## src/rtl/ssd_pkg.sv

```systemverilog
// ----------------------------------------------------------------------------
// ssd_pkg
// Shared types, segment codes and glyph lookup for the four-digit display driver.
// ----------------------------------------------------------------------------
package ssd_pkg;

    typedef enum logic [1:0] {
        KIND_NUMBER = 2'd0,
        KIND_CHAR   = 2'd1,
        KIND_CLEAR  = 2'd2,
        KIND_TICK   = 2'd3
    } kind_t;

    typedef struct packed {
        kind_t              kind;
        logic signed [15:0] value;
        logic [2:0]         point_position;
        logic [2:0]         digit_position;
        logic [7:0]         char_code;
    } item_t;

    typedef struct packed {
        logic [7:0] segment_byte;
        logic [3:0] digit_enable;
        logic [1:0] digit_index;
    } result_t;

    typedef logic [3:0][7:0] patterns_t;

    localparam logic [7:0] SEG_A = 8'h01;
    localparam logic [7:0] SEG_B = 8'h02;
    localparam logic [7:0] SEG_C = 8'h04;
    localparam logic [7:0] SEG_D = 8'h08;
    localparam logic [7:0] SEG_E = 8'h10;
    localparam logic [7:0] SEG_F = 8'h20;
    localparam logic [7:0] SEG_G = 8'h40;
    localparam logic [7:0] SEG_P = 8'h80;

    localparam logic [7:0] BLANK_BYTE = 8'hFF;
    localparam logic [7:0] MINUS_BYTE = BLANK_BYTE ^ SEG_G;

    localparam logic [7:0] CHAR_SPACE      = 8'h20;
    localparam logic [7:0] CHAR_COMMA      = 8'h2C;
    localparam logic [7:0] CHAR_MINUS      = 8'h2D;
    localparam logic [7:0] CHAR_DOT        = 8'h2E;
    localparam logic [7:0] CHAR_ZERO       = 8'h30;
    localparam logic [7:0] CHAR_NINE       = 8'h39;
    localparam logic [7:0] CHAR_UPPER_A    = 8'h41;
    localparam logic [7:0] CHAR_UPPER_Z    = 8'h5A;
    localparam logic [7:0] CHAR_UNDERSCORE = 8'h5F;
    localparam logic [7:0] CHAR_LOWER_A    = 8'h61;
    localparam logic [7:0] CHAR_LOWER_Z    = 8'h7A;

    localparam logic [4:0] LETTER_O = 5'd14;
    localparam logic [4:0] LETTER_T = 5'd19;
    localparam logic [4:0] LETTER_U = 5'd20;

    function automatic logic [7:0] lit(input logic [7:0] mask);
        return BLANK_BYTE ^ mask;
    endfunction

    function automatic logic [7:0] num_pattern(input logic [3:0] d);
        logic [7:0] p;
        case (d)
            4'd0: p = lit(SEG_A | SEG_B | SEG_C | SEG_D | SEG_E | SEG_F);
            4'd1: p = lit(SEG_B | SEG_C);
            4'd2: p = lit(SEG_A | SEG_B | SEG_D | SEG_E | SEG_G);
            4'd3: p = lit(SEG_A | SEG_B | SEG_C | SEG_D | SEG_G);
            4'd4: p = lit(SEG_B | SEG_C | SEG_F | SEG_G);
            4'd5: p = lit(SEG_A | SEG_C | SEG_D | SEG_F | SEG_G);
            4'd6: p = lit(SEG_A | SEG_C | SEG_D | SEG_E | SEG_F | SEG_G);
            4'd7: p = lit(SEG_A | SEG_B | SEG_C);
            4'd8: p = lit(SEG_A | SEG_B | SEG_C | SEG_D | SEG_E | SEG_F | SEG_G);
            4'd9: p = lit(SEG_A | SEG_B | SEG_C | SEG_D | SEG_F | SEG_G);
            default: p = BLANK_BYTE;
        endcase
        return p;
    endfunction

    function automatic logic [7:0] letter_pattern(input logic [4:0] idx);
        logic [7:0] p;
        case (idx)
            5'd0:  p = lit(SEG_A | SEG_B | SEG_C | SEG_E | SEG_F | SEG_G);
            5'd1:  p = lit(SEG_C | SEG_D | SEG_E | SEG_F | SEG_G);
            5'd2:  p = lit(SEG_D | SEG_E | SEG_G);
            5'd3:  p = lit(SEG_B | SEG_C | SEG_D | SEG_E | SEG_G);
            5'd4:  p = lit(SEG_A | SEG_D | SEG_E | SEG_F | SEG_G);
            5'd5:  p = lit(SEG_A | SEG_E | SEG_F | SEG_G);
            5'd6:  p = lit(SEG_A | SEG_C | SEG_D | SEG_E | SEG_F);
            5'd7:  p = lit(SEG_C | SEG_E | SEG_F | SEG_G);
            5'd8:  p = lit(SEG_C);
            5'd9:  p = lit(SEG_B | SEG_C | SEG_D | SEG_E);
            5'd10: p = lit(SEG_B | SEG_C | SEG_E | SEG_F | SEG_G);
            5'd11: p = lit(SEG_D | SEG_E | SEG_F);
            5'd12: p = lit(SEG_A | SEG_B | SEG_C | SEG_E | SEG_F);
            5'd13: p = lit(SEG_C | SEG_E | SEG_G);
            5'd14: p = lit(SEG_C | SEG_D | SEG_E | SEG_G);
            5'd15: p = lit(SEG_A | SEG_B | SEG_E | SEG_F | SEG_G);
            5'd16: p = lit(SEG_A | SEG_B | SEG_C | SEG_F | SEG_G);
            5'd17: p = lit(SEG_E | SEG_G);
            5'd18: p = lit(SEG_A | SEG_C | SEG_D | SEG_F | SEG_G);
            5'd19: p = lit(SEG_D | SEG_E | SEG_F | SEG_G);
            5'd20: p = lit(SEG_C | SEG_D | SEG_E);
            5'd21: p = lit(SEG_B | SEG_C | SEG_D | SEG_E | SEG_F);
            5'd24: p = lit(SEG_B | SEG_C | SEG_D | SEG_F | SEG_G);
            5'd25: p = lit(SEG_A | SEG_B | SEG_D | SEG_E | SEG_G);
            default: p = BLANK_BYTE;
        endcase
        return p;
    endfunction

    function automatic logic [7:0] char_pattern(input logic [7:0] c);
        logic [7:0] p;
        case (c) inside
            CHAR_SPACE:                  p = BLANK_BYTE;
            CHAR_MINUS:                  p = MINUS_BYTE;
            CHAR_UNDERSCORE:             p = lit(SEG_D);
            CHAR_COMMA, CHAR_DOT:        p = lit(SEG_P);
            [CHAR_ZERO:CHAR_NINE]:       p = num_pattern(4'(c - CHAR_ZERO));
            [CHAR_UPPER_A:CHAR_UPPER_Z]: p = letter_pattern(5'(c - CHAR_UPPER_A));
            [CHAR_LOWER_A:CHAR_LOWER_Z]: p = letter_pattern(5'(c - CHAR_LOWER_A));
            default:                     p = letter_pattern(5'd0);
        endcase
        return p;
    endfunction

endpackage

```

## src/rtl/ssd_num_encode.sv

```systemverilog
// ----------------------------------------------------------------------------
// ssd_num_encode
// Turns a signed number and point position into four segment patterns.
// ----------------------------------------------------------------------------
module ssd_num_encode (
    input  logic signed [15:0] value,
    input  logic [2:0]         point_position,
    output ssd_pkg::patterns_t patterns
);
    import ssd_pkg::*;

    localparam logic [13:0] RECIP_1000 = 14'd8389;
    localparam logic [13:0] RECIP_100  = 14'd5243;
    localparam logic [13:0] RECIP_10   = 14'd6554;

    logic        out_of_range;
    logic        negative;
    logic [15:0] abs_value;
    logic [13:0] mag;
    logic [27:0] prod_1000;
    logic [27:0] prod_100;
    logic [27:0] prod_10;
    logic [3:0]  q_1000;
    logic [6:0]  q_100;
    logic [9:0]  q_10;
    logic [6:0]  rem_100;
    logic [9:0]  rem_10;
    logic [13:0] rem_1;

    always_comb
    begin
        out_of_range = (value > 16'sd9999) || (value < -16'sd999);
        negative     = value[15];
        abs_value    = negative ? 16'(-value) : 16'(value);
        mag          = abs_value[13:0];

        // reciprocal multiplies, exact over 0..9999
        prod_1000 = 28'(mag) * 28'(RECIP_1000);
        prod_100  = 28'(mag) * 28'(RECIP_100);
        prod_10   = 28'(mag) * 28'(RECIP_10);
        q_1000    = prod_1000[26:23];
        q_100     = prod_100[25:19];
        q_10      = prod_10[25:16];

        rem_100 = q_100 - 7'({3'b000, q_1000} * 7'd10);
        rem_10  = q_10 - 10'({3'b000, q_100} * 10'd10);
        rem_1   = mag - 14'({4'b0000, q_10} * 14'd10);

        if (out_of_range)
        begin
            patterns[0] = BLANK_BYTE;
            patterns[1] = letter_pattern(LETTER_O);
            patterns[2] = letter_pattern(LETTER_U);
            patterns[3] = letter_pattern(LETTER_T);
        end
        else
        begin
            if (negative)
                patterns[0] = MINUS_BYTE;
            else
                patterns[0] = (q_1000 != 4'd0) ? num_pattern(q_1000) : BLANK_BYTE;
            patterns[1] = (q_100 != 7'd0) ? num_pattern(rem_100[3:0]) : BLANK_BYTE;
            patterns[2] = (q_10 != 10'd0) ? num_pattern(rem_10[3:0]) : BLANK_BYTE;
            patterns[3] = num_pattern(rem_1[3:0]);
        end

        if (!point_position[2])
            patterns[point_position[1:0]][7] = 1'b0;
    end

endmodule

```

## src/rtl/ssd_out_reg.sv

```systemverilog
// ----------------------------------------------------------------------------
// ssd_out_reg
// Result register holding one scanned digit until the receiver takes it.
// ----------------------------------------------------------------------------
module ssd_out_reg (
    input  logic             clk,
    input  logic             rst_n,
    input  logic             load,
    input  ssd_pkg::result_t res_in,
    output logic             free,
    output logic             out_valid,
    input  logic             out_ready,
    output logic [7:0]       segment_byte,
    output logic [3:0]       digit_enable,
    output logic [1:0]       digit_index
);
    import ssd_pkg::*;

    logic    valid_reg;
    logic    valid_next;
    result_t res_reg;

    assign free       = !valid_reg || out_ready;
    assign valid_next = load || (valid_reg && !out_ready);

    always_ff @(posedge clk or negedge rst_n)
    begin
        if (!rst_n)
            valid_reg <= 1'b0;
        else
            valid_reg <= valid_next;
    end

    always_ff @(posedge clk)
    begin
        if (load)
            res_reg <= res_in;
    end

    assign out_valid    = valid_reg;
    assign segment_byte = res_reg.segment_byte;
    assign digit_enable = res_reg.digit_enable;
    assign digit_index  = res_reg.digit_index;

endmodule

```

## src/rtl/four_digit_seven_segment_driver_unit.sv

```systemverilog
// ----------------------------------------------------------------------------
// four_digit_seven_segment_driver_unit
// Four-digit multiplexed seven-segment driver with number, character,
// clear and refresh-tick transactions.
// ----------------------------------------------------------------------------
// usage
//   input channel (in_valid/in_ready) carries kind, value, point_position,
//   digit_position and char_code; kinds number, char and clear update the
//   four stored active-low digit patterns and give no result
//   a tick transaction returns one result on the output channel
//   (out_valid/out_ready): segment_byte, digit_enable and digit_index of the
//   digit under the scan counter, which then wraps up by one
//   a tick moves on from the input register once the result register is free
//   throughput: one transaction per cycle while no tick waits, set by the
//   single input register feeding number split and pattern store in one pass
//   reset: all digits blank, scan counter at digit 0, no result pending
//   stall: the result register holds while out_ready is low; number, char
//   and clear transactions keep flowing, a tick waits in the input register
//   and in_ready drops only when that register cannot drain
// ----------------------------------------------------------------------------
module four_digit_seven_segment_driver_unit (
    input  logic               clk,
    input  logic               rst_n,
    input  logic               in_valid,
    output logic               in_ready,
    input  logic [1:0]         kind,
    input  logic signed [15:0] value,
    input  logic [2:0]         point_position,
    input  logic [2:0]         digit_position,
    input  logic [7:0]         char_code,
    output logic               out_valid,
    input  logic               out_ready,
    output logic [7:0]         segment_byte,
    output logic [3:0]         digit_enable,
    output logic [1:0]         digit_index
);
    import ssd_pkg::*;

    logic      s1_valid_reg;
    logic      s1_valid_next;
    item_t     s1_item_reg;
    patterns_t patterns_reg;
    patterns_t patterns_next;
    logic [1:0] scan_reg;
    logic [1:0] scan_next;
    patterns_t num_patterns;
    result_t   res;
    logic      out_free;
    logic      load;
    logic      s1_advance;
    logic      in_accept;

    ssd_num_encode u_num_encode (
        .value          (s1_item_reg.value),
        .point_position (s1_item_reg.point_position),
        .patterns       (num_patterns)
    );

    assign s1_advance = s1_valid_reg && ((s1_item_reg.kind != KIND_TICK) || out_free);
    assign in_ready   = !s1_valid_reg || s1_advance;
    assign in_accept  = in_valid && in_ready;

    always_comb
    begin
        s1_valid_next = in_accept ? 1'b1 : (s1_advance ? 1'b0 : s1_valid_reg);
        patterns_next = patterns_reg;
        scan_next     = scan_reg;
        load          = 1'b0;
        if (s1_advance)
        begin
            case (s1_item_reg.kind)
                KIND_NUMBER:
                    patterns_next = num_patterns;
                KIND_CHAR:
                begin
                    if (!s1_item_reg.digit_position[2])
                        patterns_next[s1_item_reg.digit_position[1:0]] =
                            char_pattern(s1_item_reg.char_code);
                end
                KIND_CLEAR:
                    patterns_next = {4{BLANK_BYTE}};
                KIND_TICK:
                begin
                    load      = 1'b1;
                    scan_next = scan_reg + 2'd1;
                end
                default:
                    patterns_next = patterns_reg;
            endcase
        end
        res.segment_byte = patterns_reg[scan_reg];
        res.digit_enable = 4'b0001 << scan_reg;
        res.digit_index  = scan_reg;
    end

    always_ff @(posedge clk or negedge rst_n)
    begin
        if (!rst_n)
        begin
            s1_valid_reg <= 1'b0;
            patterns_reg <= {4{BLANK_BYTE}};
            scan_reg     <= 2'd0;
        end
        else
        begin
            s1_valid_reg <= s1_valid_next;
            patterns_reg <= patterns_next;
            scan_reg     <= scan_next;
        end
    end

    always_ff @(posedge clk)
    begin
        if (in_accept)
        begin
            s1_item_reg.kind           <= kind_t'(kind);
            s1_item_reg.value          <= value;
            s1_item_reg.point_position <= point_position;
            s1_item_reg.digit_position <= digit_position;
            s1_item_reg.char_code      <= char_code;
        end
    end

    ssd_out_reg u_out_reg (
        .clk          (clk),
        .rst_n        (rst_n),
        .load         (load),
        .res_in       (res),
        .free         (out_free),
        .out_valid    (out_valid),
        .out_ready    (out_ready),
        .segment_byte (segment_byte),
        .digit_enable (digit_enable),
        .digit_index  (digit_index)
    );

endmodule

```

## config.mk

```make
export PLATFORM = sky130hd
export DESIGN_NAME = four_digit_seven_segment_driver_unit
export DESIGN_NICKNAME = d
export VERILOG_FILES = /design/src/rtl/ssd_pkg.sv /design/src/rtl/ssd_num_encode.sv /design/src/rtl/ssd_out_reg.sv /design/src/rtl/four_digit_seven_segment_driver_unit.sv
export SDC_FILE = /design/constraint.sdc
export NUM_CORES = 1
export LEC_CHECK = 0
export BUFFER_PORTS_ARGS = -buffer_cell sky130_fd_sc_hd__buf_2
export CAP_MARGIN = 0
export CORE_MARGIN = 1.5
export CORE_UTILIZATION = 70
export CTS_CLUSTER_DIAMETER = 40
export DETAILED_ROUTE_END_ITERATION = 8
export PLACE_DENSITY = 0.84
export SYNTH_ARGS = -nofsm -noshare
export SYNTH_HDL_FRONTEND = slang
export SYNTH_HIERARCHICAL = 1
export SYNTH_SLANG_ARGS = --single-unit
```

## constraint.sdc

```tcl
create_clock -name clk -period 21.9 [get_ports clk]
set_clock_uncertainty 0.1 [all_clocks]
set_input_delay 2.19 -clock clk [delete_from_list [all_inputs] [get_ports clk]]
set_output_delay 2.19 -clock clk [all_outputs]
set_load 0.02 [all_outputs]
```

==> impl_metrics.ini, run 1 <==
[clock_tree]
clockBufferDepth = 2
clkTransAtPathRegs_ns = 0.07
tritoncts = built
cts_setup_buffers = 0
htree_levels = 3
cts_buffers = 9
cts.sink_count = 89
root_buffer = clkbuf_16
clk_latency_ns = 0.34
cts_resized = 0
cts_hold_buf = 0

[setup_path]
end_kind = flip-flop
r2r_start = s1_item_reg[14]
critical_path.endpoint = patterns_reg[16]
slowest_stage = edfxtp_1
r2r_end = patterns_reg[16]
worstPathArrival_ns = 10.34
cp-startpoint = s1_item_reg[14]
cp-start-kind = flip-flop
crit_fanout = 14
critPathMaxStageDelay_ns = 0.70
reg2reg_depth = 37
critical_path.most_common_cell = inv_1
r2r_setup_slack_ns = 11.71
critPathKind = flip-flop to flip-flop
critPathRequiredTime_ns = 22.05

[grt]
use_met3_pct = 8.27
grtUsageMet2_pct = 55.2
grt_use_met1_pct = 50.0
top_usage_layer = met2
grt_use_total_pct = 35.7
grt_max_degree = 60
grt-ovfl-total = 0
grt_pass1_vias = 12400
grt_first_pass_wirelength_mm = 62.6
antenna_found_initial = 0

[placed_design]
place_area_um2 = 15700
dpl.hpwl_mm = 31.0
dp_cells = 1931
io_buffers = 51
gp_congestion = 0.965

[cells_and_area]
layout_common_cells = inv_1, ha_1, fa_1, a21oi_1, nand2_1
area_delta_synth_final_pct = 5.08
layout_commonest_cell = inv_1
multi_input_area_um2 = 11300
stdcell_count = 1947
final_area_um2 = 16000
antenna_cells = 0
regArea_um2 = 2460
nNetsFinal = 2108
drive_above_1_share_pct = 10.6
nFillCells = 1496

[yosys]
synth_area_um2 = 15200
syn_avg_cell_area_um2 = 9.28
async_reset_ff_share_pct = 40.4
ys_ff_latch = 89
synth_edf_count = 46
synthCells = 1636
synth_cell_type_count = 103
seq_area_frac_synth_pct = 16.2
synth_area_leader_cell = ha_1
synthFlopType = edfxtp_1
synth_area_leaders = ha_1, fa_1, edfxtp_1
synth_nets = 2077
synth_warnings = 6
synth_top_area_share_pct = 22.6

[floorplanning]
rows = 53
io_pins = 52
die_x_um = 150
chipHeight_um = 150
initial_core_util_pct = 71.8
die_area_um2 = 22600
core_um2 = 21200

[timing]
rsz0062_at_grt = no
hold_viol = 0
timing.final.max_slew_violations = 0
period_share_pct = 46.5
fin_crit_ns = 10.19
slew_headroom_pct = 20.4
timing.setup.tns_ns = 0
tightest_slew_ns = 1.18
holdWs_ns = 0.395
setup_viol = 0
max_freq_ghz = 0.0981

[detailed_routing]
firstDrtPassIters = 7
routedWlPerCell_um = 19.7
viasPerCell = 6.40
drc = 0
wl_mm = 38.3
antenna_left = 0
vias = 12500
drt_iter0_drc = 1270

[job]
max-cap-violations = 0

[worst_hold_path]
hold_class = flip-flop to flip-flop

[outcome]
status = complete, no violations
==> how the worst min path moves through the flow <==
stage | startpoint | to | depth (start not counted)
finish | patterns_reg[7] | patterns_reg[7] | 2
global route | patterns_reg[23] | patterns_reg[23] | 2
CTS | patterns_reg[7] | patterns_reg[7] | 2
detailed placement | patterns_reg[7] | patterns_reg[7] | 2
global placement | patterns_reg[23] | patterns_reg[23] | 2
floorplan | patterns_reg[23] | patterns_reg[23] | 2
==> critical path: cells and delay by family (launching register included) <==
kind	cells	cell delay [ns]
buf+inv	9	1.10
fa+ha+maj	9	3.52
flops	1	0.70
simple gates	7	2.11
compound gates	7	1.29
xor+xnor	5	1.25
==> layout make-up <==
class | count | area share, %
multi-input combinational | 1183 | 70.9
sequential | 89 | 15.4
inverter | 318 | 7.48
timing repair buffer | 66 | 2.30
tap | 275 | 2.16
clock buffer | 10 | 1.43
clock inverter | 6 | 0.267
==> synth_stat cells, drive strengths merged, types with 9 or more instances <==
library cell    n
or2            11
mux2i          19
and2            9
a211oi         19
dfstp          32
a211o          11
edfxtp         46
xnor2          41
nand3          18
a21oi         109
nand2b         23
ha            274
nor2           68
o2111ai         9
nor2b          13
o31ai          11
buf            14
and3           11
fa            131
clkbuf         32
mux4            9
or3            12
nor4            9
nand2          77
nor3           25
o211ai         17
inv           315
a21o           13
o22ai          17
o21ai          81
xor2           10
a31oi          18
==> kinds of logic after synthesis <==
family | after synthesis | share of synthesized area (%)
multiplexers | 35 | 3.16
AND/OR/NAND/NOR | 310 | 10.9
XOR/XNOR | 55 | 3.77
AO/OA/AOI/OAI | 378 | 16.7
buffers and inverters | 364 | 9.35
adder cells (fa/ha/maj) | 405 | 39.8
flip-flops | 89 | 16.2
==> per-stage QoR <==
stage | worst slack [ns] | utilization [%]
finish | 11.71 | 75.4
floorplan | 12.94 | -
global placement | 12.13 | 74.2
global route | 11.16 | 75.4
detailed placement | 11.93 | 74.2
CTS | 11.87 | 75.4
==> metal layers <==
metal	part of all wire, %	vias to the layer above
li1	-	5736
met4	3.0	0
met2	45	641
met3	9.5	88
met1	43	5993
met5	0	-
Power of run 1 is not shown: default switching activity piles up to over one toggle a cycle in this logic, so the estimate is an artifact.
==> run 2: changes to the inputs <==
- CORE_UTILIZATION: 70 -> 59
- PLACE_DENSITY: 0.84 -> 0.75
- clock period: 21.9 -> 8.55 ns (I/O delays scaled with it)
==> run 2 against run 1 <==
  * Register-to-register slack worse by 11 ns
  * Critical endpoint is now patterns_reg[21]
  * Sequential cell count did not move
  * Largest cell class unchanged
  * Worst hold slack got worse by 0.0071 ns
  * Via count is the same
  * Setup slack got worse by 11 ns
  * Global-route usage fell by 5.5 points
  * Sequential share of layout area fell by 0.91 points
==> impl_metrics.ini, run 2 (synthesis gave the netlist of run 1 again) <==
[outcome]
status = complete, no violations

[clock_tree]
clockBufferDepth = 2
cts_buffers = 9
cts.sink_count = 89
root_buffer = clkbuf_16
cts_hold_buf = 0
htree_levels = 3
tritoncts = built
clkTransAtPathRegs_ns = 0.07
clk_latency_ns = 0.35

[grt]
grt-ovfl-total = 0
grt_use_met1_pct = 42.6
antenna_found_initial = 1
grt_max_degree = 61
grtUsageMet2_pct = 46.2
grt_first_pass_wirelength_mm = 62.7
grt_use_total_pct = 30.1
grt_pass1_vias = 12300
use_met3_pct = 6.22
top_usage_layer = met2

[timing]
setup_slack_ns = 0.273
hold_viol = 0
timing.final.max_slew_violations = 0
tightest_slew_ns = 1.23
slew_headroom_pct = 17.7
max_freq_ghz = 0.121
rsz0062_at_grt = yes
period_share_pct = 96.8
fin_crit_ns = 8.28
setup_viol = 0

[cells_and_area]
antenna_cells = 0
final_area_um2 = 17000
layout_common_cells = inv_1, ha_1, fa_1, a21oi_1, buf_4
drive_above_1_share_pct = 17.8
nNetsFinal = 2178
layout_commonest_cell = inv_1
nFillCells = 2042
area_delta_synth_final_pct = 11.7

[detailed_routing]
firstDrtPassIters = 5
drc = 0
drt_iter0_drc = 953
viasPerCell = 6.01
routedWlPerCell_um = 18.9
antenna_left = 0
wl_mm = 39.1
vias = 12500

[placed_design]
io_buffers = 51
gp_congestion = 0.998
dpl.hpwl_mm = 32.0
dp_slack_ns = -0.0312
place_area_um2 = 16300

[setup_path]
crit_fanout = 6
critPathMaxStageDelay_ns = 0.56
critPathKind = flip-flop to flip-flop
worstPathArrival_ns = 8.45
slowest_stage = fa_1
critPathRequiredTime_ns = 8.72
end_kind = flip-flop
cp-start-kind = flip-flop

[floorplanning]
io_pins = 52
die_area_um2 = 26700
chipHeight_um = 163
core_um2 = 25300
initial_core_util_pct = 60.1
die_x_um = 163
rows = 58

[worst_hold_path]
hold_class = flip-flop to flip-flop

[job]
max-cap-violations = 0
[run 2: cell types whose count changed in the layout (fill, tap and decap cells not counted), sizes merged]
cell and change:
bufinv +1, clkbuf -1, inv +3, buf +70
clkinvlp +1, clkinv -4
[run 2: area by class of cell]
class                           instances  area (um^2)  area share (%)
Sequential cell                        89         2460            14.5
Clock buffer                            9          225            1.33
Multi-Input combinational cell       1183        11700            68.8
Inverter                              318         1200            7.05
Tap cell                              330          413            2.43
Clock inverter                          7         83.8           0.494
Timing Repair Buffer                  136          910            5.36
[run 2: layer usage]
| layer | part of all wire (%) | routed length (um) |
|---|---|---|
| met5 | 0 | 0 |
| met1 | 44 | 17400 |
| met4 | 3.4 | 1350 |
| met2 | 44 | 17400 |
| met3 | 7.7 | 2990 |
[run 2: stage by stage]
stage          setup TNS (ns)  cells  hold slack, ns  util, %
3_5_place_dp          -0.0561   2045           0.375     64.6
2_1_floorplan               0   1636           0.357        -
4_1_cts                     0   2063           0.385     66.0
5_1_grt                -0.143   2072           0.401     67.2
6_report                    0   2072           0.388     67.2
3_3_place_gp                0   2045           0.365     64.6
[run 2: timing repair]
item                                    4_1_cts  5_1_grt
setup buffers                                 2        9
pin swaps                                     1       35
gates resized for setup                       2       54
endpoints found under the setup margin        5       21
[run 2: path summary, 6_finish.rpt]
kind,depth (start not counted),from,to,slack (ns)
max,35,s1_item_reg[14],patterns_reg[21],0.27
min,2,patterns_reg[7],patterns_reg[7],0.39
max reg2reg,35,s1_item_reg[14],patterns_reg[21],0.27
min reg2reg,2,patterns_reg[7],patterns_reg[7],0.39
max in group asynchronous,1,rst_n,s1_valid_reg,7.33
min in group asynchronous,1,rst_n,scan_reg[0],0.50
[run 2: worst max-delay path, delay by kind of cell, from the launching register on]
kind	cells	cell delay, ns
adders and majority gates	9	3.33
AOI/OAI and AO/OA	8	1.46
and+or+nand+nor	5	1.30
xor gates and xnor gates	5	1.00
buffers and inverters	8	0.58
DFF	1	0.43
Power of run 2 is left out for the same reason.
==> run 3: changes to the inputs <==
- ABC_CLOCK_PERIOD_IN_PS: unset -> 8550
- CORE_UTILIZATION: 59 -> 40
- PLACE_DENSITY: 0.75 -> 0.54
==> run 3 against run 2 <==
  * Die area increased by 47%
  * Design area increased by 2.6%
  * Critical endpoint is now patterns_reg[12]
  * Utilization decreased by 21 points
  * Critical path depth increased by 1
  * Non-clock buffer count increased by 19
  * Register-to-register slack about the same
  * Sequential share of layout area decreased by 0.36 points
  * Global-route usage decreased by 8.3 points
  * Highest routed layer is now met5
  * Worst hold slack got worse by 0.0064 ns
==> impl_metrics.ini, run 3 (synthesis gave the netlist of run 1 again) <==
[clock_tree]
cts_buffers = 9
cts.sink_count = 89
root_buffer = clkbuf_16
cts_hold_buf = 0
tritoncts = built
clockBufferDepth = 2
htree_levels = 3
clkTransAtPathRegs_ns = 0.07
clk_latency_ns = 0.35

[setup_path]
critPathKind = flip-flop to flip-flop
crit_fanout = 4
critPathMaxStageDelay_ns = 0.53
r2r_setup_slack_ns = 0.27
critPathRequiredTime_ns = 8.72
reg2reg_depth = 36
worstPathArrival_ns = 8.46
r2r_end = patterns_reg[12]
critical_path.most_common_cell = inv_1
crit_family = adder cells
end_kind = flip-flop
cp.depth = 36
slowest_stage = fa_1
crit_buf_inv = 9
r2r_start = s1_item_reg[15]
cp-start-kind = flip-flop

[timing]
slew_headroom_pct = 22.2
tightest_slew_ns = 1.16
timing.final.max_slew_violations = 0
rsz0062_at_grt = yes
max_freq_ghz = 0.121
hold_viol = 0
setup_slack_ns = 0.265
setup_viol = 0
period_share_pct = 96.9
fin_crit_ns = 8.28

[floorplanning]
chipHeight_um = 198
io_pins = 52
die_x_um = 198
rows = 71
initial_core_util_pct = 40.5
core_um2 = 37500
die_area_um2 = 39100

[cells_and_area]
layout_commonest_cell = inv_1
utilization_pct = 46.4
layout_common_cells = inv_1, ha_1, fa_1, buf_4, a21oi_1
stdcell_count = 2273
regArea_um2 = 2460
area_delta_synth_final_pct = 14.5
multi_input_area_um2 = 11700
nFillCells = 3686
drive_above_1_share_pct = 19.6
nNetsFinal = 2197

[detailed_routing]
antenna_left = 0
drc = 0
viasPerCell = 5.37
routedWlPerCell_um = 18.5
wl_mm = 42.1
vias = 12200
firstDrtPassIters = 6
drt_iter0_drc = 774

[job]
max-cap-violations = 0

[grt]
grt_max_degree = 61
grt_use_total_pct = 21.9
grt_first_pass_wirelength_mm = 66.1
antenna_found_initial = 1
grt-ovfl-total = 0
grt_pass1_vias = 12100

[worst_hold_path]
hold_end = patterns_reg[31]
whs_path_depth = 2
hold_class = flip-flop to flip-flop
hold_start = patterns_reg[31]

[placed_design]
gp_congestion = 0.898
dp_cells = 2237
io_buffers = 51
dpl.hpwl_mm = 34.6
dp_slack_ns = -0.0221

[outcome]
status = complete, no violations
[run 3: cell count changes in the layout (fill, tap and decap cells not counted), sizes merged]
cell      delta
buf         +19
bufinv       -1
clkbuf       +4
clkinv       +3
clkinvlp     -1
diode        +1
inv          -5
[run 3: per-stage QoR]
step	cell area (um^2)	setup TNS [ns]	hold slack (ns)
floorplan	15300	0	0.357
global placement	16600	0	0.368
detailed placement	16600	-0.0221	0.374
CTS	17000	0	0.384
global route	17400	-0.596	0.403
finish	17400	0	0.382
[run 3: how the worst max path moves through the flow]
| stage | from | endpoint | slack (ns) |
|---|---|---|---|
| floorplan | s1_item_reg[14] | patterns_reg[16] | 0.05 |
| global placement | s1_item_reg[15] | patterns_reg[20] | 0.11 |
| detailed placement | s1_item_reg[14] | patterns_reg[12] | -0.02 |
| CTS | s1_item_reg[14] | patterns_reg[12] | 0.002 |
| global route | s1_item_reg[15] | patterns_reg[18] | -0.1 |
| finish | s1_item_reg[15] | patterns_reg[12] | 0.27 |
[run 3: timing repair]
item,CTS,global route
setup endpoints to repair,2,20
pin swaps,1,54
cloned,0,0
resized for setup,0,76
setup buffers,4,15
[run 3: worst register-to-register path, delay by kind of cell (launching register included)]
family / cells / cell delay, ns
adders and majority gates: 9 / 3.12
AOI/OAI and AO/OA: 8 / 1.56
xor gates and xnor gates: 5 / 0.95
and+or+nand+nor: 4 / 0.91
buffers and inverters: 9 / 0.85
DFF: 1 / 0.44
muxes: 1 / 0.31
[run 3: area by class of cell]
class / instances / area share (%)
Multi-Input combinational cell: 1183 / 67.5
Sequential cell: 89 / 14.2
Inverter: 318 / 6.88
Timing Repair Buffer: 155 / 6.05
Tap cell: 511 / 3.68
Clock buffer: 13 / 1.63
Clock inverter: 3 / 0.129
Antenna cell: 1 / 0.0144
[run 3: per-layer routing]
layer	track usage (%)	vias to the layer above	routed length [um]
li1	-	5911	-
met1	32.0	5971	20500
met2	34.7	274	18900
met3	2.45	52	1820
met4	4.69	2	856
met5	0	-	14
Power of run 3 is left out for the same reason.
